<file path="config.mk">
export PLATFORM = sky130hd
export DESIGN_NAME = og3d_fifo
export DESIGN_NICKNAME = d
export VERILOG_FILES = /design/src/sv/og3d_pkg.sv /design/src/sv/og3d_fifo.sv
export SDC_FILE = /design/constraint.sdc
export NUM_CORES = 1
export LEC_CHECK = 0
export BUFFER_PORTS_ARGS = -buffer_cell sky130_fd_sc_hd__buf_4
export CAP_MARGIN = 15
export CORE_MARGIN = 3
export CORE_UTILIZATION = 35
export CTS_CLUSTER_SIZE = 14
export DETAILED_ROUTE_END_ITERATION = 8
export PLACE_DENSITY_LB_ADDON = 0.12
export SETUP_SLACK_MARGIN = 0.2
export SLEW_MARGIN = 5
export SYNTH_ARGS = -nofsm -noshare
export SYNTH_HDL_FRONTEND = slang
export SYNTH_SLANG_ARGS = --single-unit
</file>
<file path="constraint.sdc">
create_clock -name clk_i -period 1.7 [get_ports clk_i]
set_clock_uncertainty 0.15 [all_clocks]
set_input_delay 0.255 -clock clk_i [delete_from_list [all_inputs] [get_ports clk_i]]
set_output_delay 0.255 -clock clk_i [all_outputs]
set_load 0.05 [all_outputs]
</file>
<file path="src/sv/og3d_pkg.sv">
`default_nettype none
// ----------------------------------------------------------------------------
// og3d_pkg: shared types and constants of the 3d occupancy grid
// register map, opcodes, configuration bundle and field widths
// ----------------------------------------------------------------------------
package og3d_pkg;

  localparam int CELLS_PER_AXIS_DEF = 64;

  localparam int COORD_W    = 32;
  localparam int CNT_REG_W  = 7;
  localparam int CELL_OUT_W = 6;
  localparam int OPC_W      = 2;

  localparam int APB_ADDR_W = 5;
  localparam int APB_DATA_W = 32;

  localparam int IN_TDATA_W   = 3 * COORD_W;
  localparam int OUT_FIELDS_W = 2 + 3 * CELL_OUT_W + 3 * COORD_W;
  localparam int OUT_TDATA_W  = ((OUT_FIELDS_W + 7) / 8) * 8;

  localparam int FIFO_DEPTH = 4;

  localparam logic [COORD_W-1:0]   ORIGIN_RST    = '0;
  localparam logic [COORD_W-1:0]   CELL_SIZE_RST = 32'h0001_0000;
  localparam logic [COORD_W-1:0]   INV_SIZE_RST  = 32'h0001_0000;
  localparam logic [CNT_REG_W-1:0] CELLS_RST     = 7'd64;

  typedef enum logic [OPC_W-1:0] {
    OP_MARK  = 2'd0,
    OP_QUERY = 2'd1,
    OP_ROUND = 2'd2
  } opcode_e;

  typedef enum logic [2:0] {
    REG_ORIGIN_X  = 3'd0,
    REG_ORIGIN_Y  = 3'd1,
    REG_ORIGIN_Z  = 3'd2,
    REG_CELL_SIZE = 3'd3,
    REG_INV_SIZE  = 3'd4,
    REG_CELLS_X   = 3'd5,
    REG_CELLS_Y   = 3'd6,
    REG_CELLS_Z   = 3'd7
  } reg_idx_e;

  // axis 0 is x, 1 is y, 2 is z
  typedef struct packed {
    logic [2:0][COORD_W-1:0]   origin;
    logic [COORD_W-1:0]        cell_size;
    logic [COORD_W-1:0]        inv_size;
    logic [2:0][CNT_REG_W-1:0] cells;
  } cfg_t;

endpackage
`default_nettype wire

</file>
<file path="src/sv/og3d_fifo.sv">
`default_nettype none
// ----------------------------------------------------------------------------
// og3d_fifo: command queue between front and back
// small register fifo, power-of-two depth
// ----------------------------------------------------------------------------
module og3d_fifo
  import og3d_pkg::*;
#(
  parameter int W     = 21,
  parameter int DEPTH = FIFO_DEPTH
) (
  input  wire logic         clk_i,
  input  wire logic         rst_ni,
  input  wire logic         push_i,
  input  wire logic [W-1:0] data_i,
  input  wire logic         pop_i,
  output      logic [W-1:0] data_o,
  output      logic         full_o,
  output      logic         empty_o
);

  localparam int PTR_W = $clog2(DEPTH);

  logic [W-1:0]   buf_q [DEPTH];
  logic [PTR_W:0] wr_q;
  logic [PTR_W:0] rd_q;

  always_ff @(posedge clk_i or negedge rst_ni) begin
    if (!rst_ni) begin
      wr_q <= '0;
      rd_q <= '0;
    end else begin
      if (push_i) begin
        wr_q <= wr_q + 1'b1;
      end
      if (pop_i) begin
        rd_q <= rd_q + 1'b1;
      end
    end
  end

  always_ff @(posedge clk_i) begin
    if (push_i) begin
      buf_q[wr_q[PTR_W-1:0]] <= data_i;
    end
  end

  assign data_o  = buf_q[rd_q[PTR_W-1:0]];
  assign empty_o = (wr_q == rd_q);
  assign full_o  = (wr_q[PTR_W] != rd_q[PTR_W]) && (wr_q[PTR_W-1:0] == rd_q[PTR_W-1:0]);

endmodule
`default_nettype wire

</file>
# Word-level counts from Yosys, hierarchy flattened
# Memories as Yosys holds them, arrays and structs flattened.
# Cells that the tools add are included.
[totals] regBits=6 ram_bits=84 input_bits=25 output_inout_bits=23 elab_cells=11 memories=1
[classes] addsub=2 eq_ne=3 muxes=2 n_reduce_logical=1
[memory_table] memory="buf_q" depth=4 width=21 read_ports=1 rd_ports_with_merged_regs=0 wr=1 line_no="og3d_fifo.sv:24" text="logic [W-1:0] buf_q [DEPTH];"
[ops] operator="adder 3 x 1 -> 3 bit, second input constant" n=2
[ops] operator="== test 3 bit" n=1
[ops] operator="== test 2 bit" n=1
[ops] operator="two-way mux 1 bit" n=2
[ops] operator="logical AND 1 bit" n=1
[ops] operator="!= test 1 bit" n=1

# Logic depth before layout (Yosys ltp)
# Gate-level depths: netlist of the first run.
[logic_depth] depth_word=2 ltp_mapped=4 mapped_depth_nobuf=4

# Least setup slack after synthesis of the first run
# Ideal clock, no wire load.
[synth_path] path_kind="register -> output" startpoint="register rd_q[0]" endpoint="output empty_o" arrival_time_ps=1976 t_required_ps=1295 path_slack_ps=-681 stages_incl_launch_ff=5 n_path_buf=2 cell_sequence="dfrtp_1 buf_6 buf_12 xor2_1 nor3b_1"
[synth_between] elab_chain_len=1
[synth_lines] element="from (decl)" line_no="og3d_fifo.sv:26" text="logic [PTR_W:0] rd_q;"
[synth_lines] element="from (signal assigned)" line_no="og3d_fifo.sv:37" text="rd_q <= rd_q + 1'b1;"
[synth_lines] element="== test 3 bit" line_no="og3d_fifo.sv:49" text="assign empty_o = (wr_q == rd_q);"
[synth_lines] element="to (decl)" line_no="og3d_fifo.sv:19" text="output logic empty_o"
# Every way passes these cells.

# Worst setup path in the final report of the first run
[layout_path] startpoint="register rd_q[0]" endpoint="output data_o[14]"
[layout_between] elab_chain_len=1
[layout_lines] element="memory (4 x 21 bit)"
[layout_lines] element="to (decl)" line_no="og3d_fifo.sv:17" text="output logic [W-1:0] data_o,"
# Every way passes these cells.

==> metrics.yaml, run 1 <==
grt_max_degree: 20
dr.pass1.iters: 4
critPathRequiredTime_ps: 1290
io_pins: 48
detail-route-antenna-nets: 0
async_reset_ff_share_pct: 6.67
dp.cells: 318
synth_area_um2: 3410
drc: 0
reg2regPathDepth: 5
drv_slew: 0
top_layer: "met4"
status: "complete, but fails checks"
postLayoutCoreUtil_pct: 50.9
die_h_um: 105
timing.fmax_mhz: 475
cap_violations: 0
cp_slowest_stage_delay_ps: 530
p_int_mw: 5.61
synth.avg_cell_area_um2: 24.4
p_switching_mw: 3.62
ys_seq_area_share_pct: 78.4
stdcell_area_um2: 4770
dr.first_iter.drc_count: 47
fin_cells: 379
synth_common_cells: "edfxtp_1 (84), mux4_2 (18), dfrtp_1 (6), ha_1 (5), xor2_1 (5)"
wl_per_cell_um: 19.6
path_max_fanout: 6
first_global_vias: 1998
hold_viol_final: 0
area_delta_synth_final_pct: 39.8
synth_top_area_cell: "edfxtp_1"
synth_cell_types: 17
end_kind: "output pin"
netlist_instances: 140
cts_sinks: 90
dp_hpwl_um: 3810
synthTopCellsByArea: "edfxtp_1 (74%), mux4_2 (12%), dfrtp_1 (4.4%)"
crit_path_frequent_cell: "buf_12"
setup_tns_ps: -8640
globalplace.congestion: 0.611
seq_power_share_pct: 33.5
violations: "setup timing"
combPwrFrac_pct: 52.4
fin_crit_ps: 2110
ys_dominant_reg_cell: "edfxtp_1"
irDropWorstVdd_v: 0.00105
rows: 35
synth.top_cell.area_share_pct: 74.0
final_net_count: 275
ys_seq_elements: 90
vias: 1786
port_buffers: 47
worstPathArrival_ps: 1700
viasPerCell: 4.71
clk_path_buf_depth: 2
grt_pass1_wl_um: 11500
dp_slack_ps: -61.3
synth.most_common_cell: "edfxtp_1"
final-setup-viol-count: 23
cts_buffers: 9
crit_chain: "buf_12, buf_12, mux4_2, buf_6"
cts_root_buf: "clkbuf_8"
grt_setup_unrepaired: "yes"
swShare_pct: 39.3
regToRegStartpoint: "rd_q[0]$_DFFE_PN0P_"
antenna_found_initial: 0
layout-drive-gt1-share_pct: 51.6
crit_buf_inv: 3
die_w_um: 105
path_clk_slew_ps: 90
met1_length_um: 3150
timing.rr.end: "rd_q[1]$_DFFE_PN0P_"
leakagePower_nw: 1.69
tightest_slew_ps: 439
met2WireLength_um: 3950
yosys_warnings: 0
tritoncts: "done"
syn_nets: 170
hp-class: "primary input to async pin"
worstSkewPairLatency_ps: 340
grt_use_total_pct: 14.2
fp.dieArea_um2: 11000
htreeDepth: 3
routed_wl_um: 7430
worst-setup-path-type: "flip-flop to output pin"
final.fill_count: 775
clkPwrFrac_pct: 14.2
core_area_um2: 9370
met3_length_um: 251
initial_core_util_pct: 36.4
diodes: 0
fin_crit_sh_pct: 124
overflow: 0
synth_edf_count: 84
cp-start-kind: "flip-flop"
finalWorstSetupSlack_ps: -407
post_dp_cell_area_um2: 3980
power_density_nw_per_um2: 1940
cp_top_family: "multiplexers"
worst_path_max_delay_cell: "mux4_2"
ff2ff_setup_slack_ps: 30
relSlewSlack_pct: 70.6
==> power groups by stage <==
| stage | Clock, mW | Combinational [mW] | Sequential (mW) |
|---|---|---|---|
| CTS | 1.35 | 4.69 | 3.10 |
| global placement | 0 | 3.69 | 3.13 |
| global route | 1.45 | 5.06 | 3.13 |
| finish | 1.31 | 4.83 | 3.09 |
| floorplan | 0 | 2.80 | 3.08 |
| detailed placement | 0 | 3.72 | 3.16 |
==> what timing repair did <==
action                                 4_1_cts  5_1_grt
cloned                                      13        0
setup endpoints to repair                  108       66
setup buffers                                4        5
resized for setup                           53        9
endpoints found under the hold margin       91        0
hold buffers                                23        0
pin swaps                                    4        2
==> stage by stage <==
step	hold WS, ps	power [mW]
after floorplan	-191	5.88
after global placement	-85.2	6.82
after detailed placement	-82.6	6.88
after CTS	93.6	9.14
after global routing	92.3	9.63
final	102	9.23
==> kinds of logic after synthesis <==
kind of cell	count (synthesis)	share of synthesized area, %
AO/OA/AOI/OAI	1	0.147
XOR/XNOR	7	1.80
adder cells (fa/ha/maj)	5	1.83
buffers and inverters	7	2.02
flip-flops	90	78.4
multiplexers	22	14.5
AND/OR/NAND/NOR	8	1.32
==> registers in the layout, summed over array words and instances (netlist names) <==
signal / count
wr_q: 3
buf_q: 84
rd_q: 3
==> layout make-up <==
cell class	instances	area, um^2	share of cell area (%)
clock buffer	10	128	2.68
clock inverter	6	50.0	1.05
inverter	2	12.5	0.262
multi-input combinational	55	865	18.1
sequential	90	2680	56.1
tap	129	161	3.38
timing repair buffer	87	876	18.4
==> per-layer routing <==
metal	vias to the layer above	GRT usage (%)
li1	798	-
met1	940	17.4
met2	41	25.3
met3	7	3.09
met4	0	3.94
met5	-	0
==> layout by cell type (no fill, tap or decap) <==
master	count
xnor2_1	2
clkinv_4	1
xor2_4	1
inv_6	2
inv_8	1
buf_8	5
mux2_2	1
dfrtp_2	3
ha_4	4
nand2_1	2
clkbuf_1	1
buf_4	34
buf_12	2
clkbuf_8	9
clkinv_2	1
dlygate4sd3_1	23
dfrtp_1	3
clkinvlp_4	1
mux4_2	21
nor3_4	1
buf_16	1
xor2_1	4
nor3b_4	1
edfxtp_1	84
inv_4	2
and2_4	16
o21ai_0	1
buf_6	22
ha_1	1
==> worst max path at each step <==
stage                                    from          to  cells past startpoint
after floorplan           rd_q[0]$_DFFE_PN0P_     empty_o                      4
after global placement    rd_q[0]$_DFFE_PN0P_  data_o[10]                      3
after detailed placement  rd_q[0]$_DFFE_PN0P_  data_o[10]                      3
after CTS                 rd_q[0]$_DFFE_PN0P_  data_o[12]                      4
after global routing      rd_q[0]$_DFFE_PN0P_  data_o[14]                      4
final                     rd_q[0]$_DFFE_PN0P_  data_o[14]                      4
No activity file was read; power rests on OpenSTA's default activity.
==> run 2: changes to the inputs <==
--- a/config.mk
+++ b/config.mk
@@ -12,6 +12,7 @@
 export CTS_CLUSTER_SIZE = 14
 export DETAILED_ROUTE_END_ITERATION = 8
 export PLACE_DENSITY_LB_ADDON = 0.12
+export RECOVER_POWER = 25
 export SETUP_SLACK_MARGIN = 0.2
 export SLEW_MARGIN = 5
 export SYNTH_ARGS = -nofsm -noshare
==> metrics.yaml, run 2 (synthesized netlist as in run 1, its figures left out) <==
dp_hpwl_um: 3810
worstSkewPairLatency_ps: 340
cap_violations: 0
clk_path_buf_depth: 2
irDropWorstVdd_v: 0.00104
cts_buffers: 9
grt_use_total_pct: 14.2
fp.dieArea_um2: 11000
power_density_nw_per_um2: 1950
cts_root_buf: "clkbuf_8"
crit_buf_inv: 3
routed_wl_um: 7390
fin_cells: 379
viasPerCell: 4.72
status: "complete, but fails checks"
cp_slowest_stage_delay_ps: 530
cp-start-kind: "flip-flop"
violations: "setup timing"
worst_path_max_delay_cell: "mux4_2"
die_w_um: 105
cp_top_family: "multiplexers"
path_clk_slew_ps: 90
dr.first_iter.drc_count: 55
largest_reg_flops: 84
vias: 1790
antenna_found_initial: 0
finalWorstSetupSlack_ps: -399
layout-drive-gt1-share_pct: 47.2
critPathRequiredTime_ps: 1290
crit_path_frequent_cell: "buf_12"
post_dp_cell_area_um2: 3980
grt_pass1_wl_um: 11500
layout_common_cells: "edfxtp_1 (84), dlygate4sd3_1 (23), buf_4 (23)"
initial_core_util_pct: 36.4
worstPathArrival_ps: 1690
grt_max_degree: 20
drc: 0
drv_slew: 0
io_pins: 48
dr.pass1.iters: 4
relSlewSlack_pct: 70.6
end_kind: "output pin"
crit_chain: "buf_12, buf_12, mux4_2, buf_6"
htreeDepth: 3
tritoncts: "done"
fin_crit_ps: 2100
hold_viol_final: 0
tightest_slew_ps: 439
path_max_fanout: 6
cts_sinks: 90
area_delta_synth_final_pct: 38.6
worst-setup-path-type: "flip-flop to output pin"
die_h_um: 105
port_buffers: 47
core_area_um2: 9370
detail-route-antenna-nets: 0
hp-class: "primary input to flip-flop"
diodes: 0
overflow: 0
stdcell_area_um2: 4730
final.fill_count: 791
dp.cells: 318
leakagePower_nw: 1.65
final_net_count: 275
layout_commonest_cell: "edfxtp_1"
wl_per_cell_um: 19.5
globalplace.congestion: 0.611
fin_crit_sh_pct: 123
finalPower_mw: 9.22
final-setup-viol-count: 23
timing.fmax_mhz: 477
grt_setup_unrepaired: "yes"
setup_tns_ps: -8430
rows: 35
first_global_vias: 1998
run 2: changes by cell type in the layout (fill, tap and decap cells not counted), sizes merged:
cell,before,now
buf,64,53
clkbuf,10,21
run 2: worst register-to-register path: stages (launching register included):
cell and delay, ps:
dfrtp_2 430, buf_4 160, buf_16 140, buf_4 140
ha_1 280, mux2_2 260
run 2: what timing repair did:
| action | CTS | global route |
|---|---|---|
| pin swaps | 4 | 2 |
| endpoints found under the hold margin | 91 | 0 |
| endpoints found under the setup margin | 108 | 66 |
| hold buffers | 23 | 0 |
| resized for setup | 53 | 9 |
| gates cloned | 13 | 0 |
| buffers inserted | 4 | 5 |
run 2: final cells by class:
type | instances | area, um^2 | area share, %
sequential | 90 | 2680 | 56.6
tap | 129 | 161 | 3.41
inverter | 2 | 12.5 | 0.265
multi-input combinational | 55 | 865 | 18.3
timing repair buffer | 87 | 835 | 17.7
clock buffer | 10 | 128 | 2.70
clock inverter | 6 | 50.0 | 1.06
run 2: worst paths after layout:
path,start,to,slack [ps],cells after the start
hold reg to reg,wr_q[2]$_DFFE_PN0P_,wr_q[2]$_DFFE_PN0P_,340,1
setup reg to reg,rd_q[0]$_DFFE_PN0P_,rd_q[1]$_DFFE_PN0P_,40,5
hold / removal,push_i,wr_q[0]$_DFFE_PN0P_,110,2
setup / recovery,rd_q[0]$_DFFE_PN0P_,data_o[14],-400,4
max in group asynchronous,rst_ni,wr_q[0]$_DFFE_PN0P_,950,2
min in group asynchronous,rst_ni,rd_q[0]$_DFFE_PN0P_,170,2
run 2: metal layers:
layer	global-route usage [%]	wire length [um]	vias to the layer above	share of wire, %
li1	-	-	799	-
met1	17.4	3090	937	42
met2	25.3	3940	47	53
met3	3.09	285	7	3.9
met4	3.94	82	0	1.1
met5	0	0	-	0
run 2: stage by stage:
step | setup WS, ps | hold slack, ps | utilization, %
after floorplan | -66.6 | -191 | -
after detailed placement | -61.3 | -82.6 | 42.5
after global routing | -457 | 117 | 50.4
after global placement | -43.0 | -85.2 | 42.5
after CTS | -409 | 93.6 | 50.1
final | -399 | 114 | 50.4
run 2: where the power goes:
group          total [mW]  switching (mW)  leakage [nW]  internal (mW)
clock                1.31           0.756        0.0892          0.553
sequential           3.09           0.171         0.839           2.92
combinational        4.82            2.69         0.724           2.13
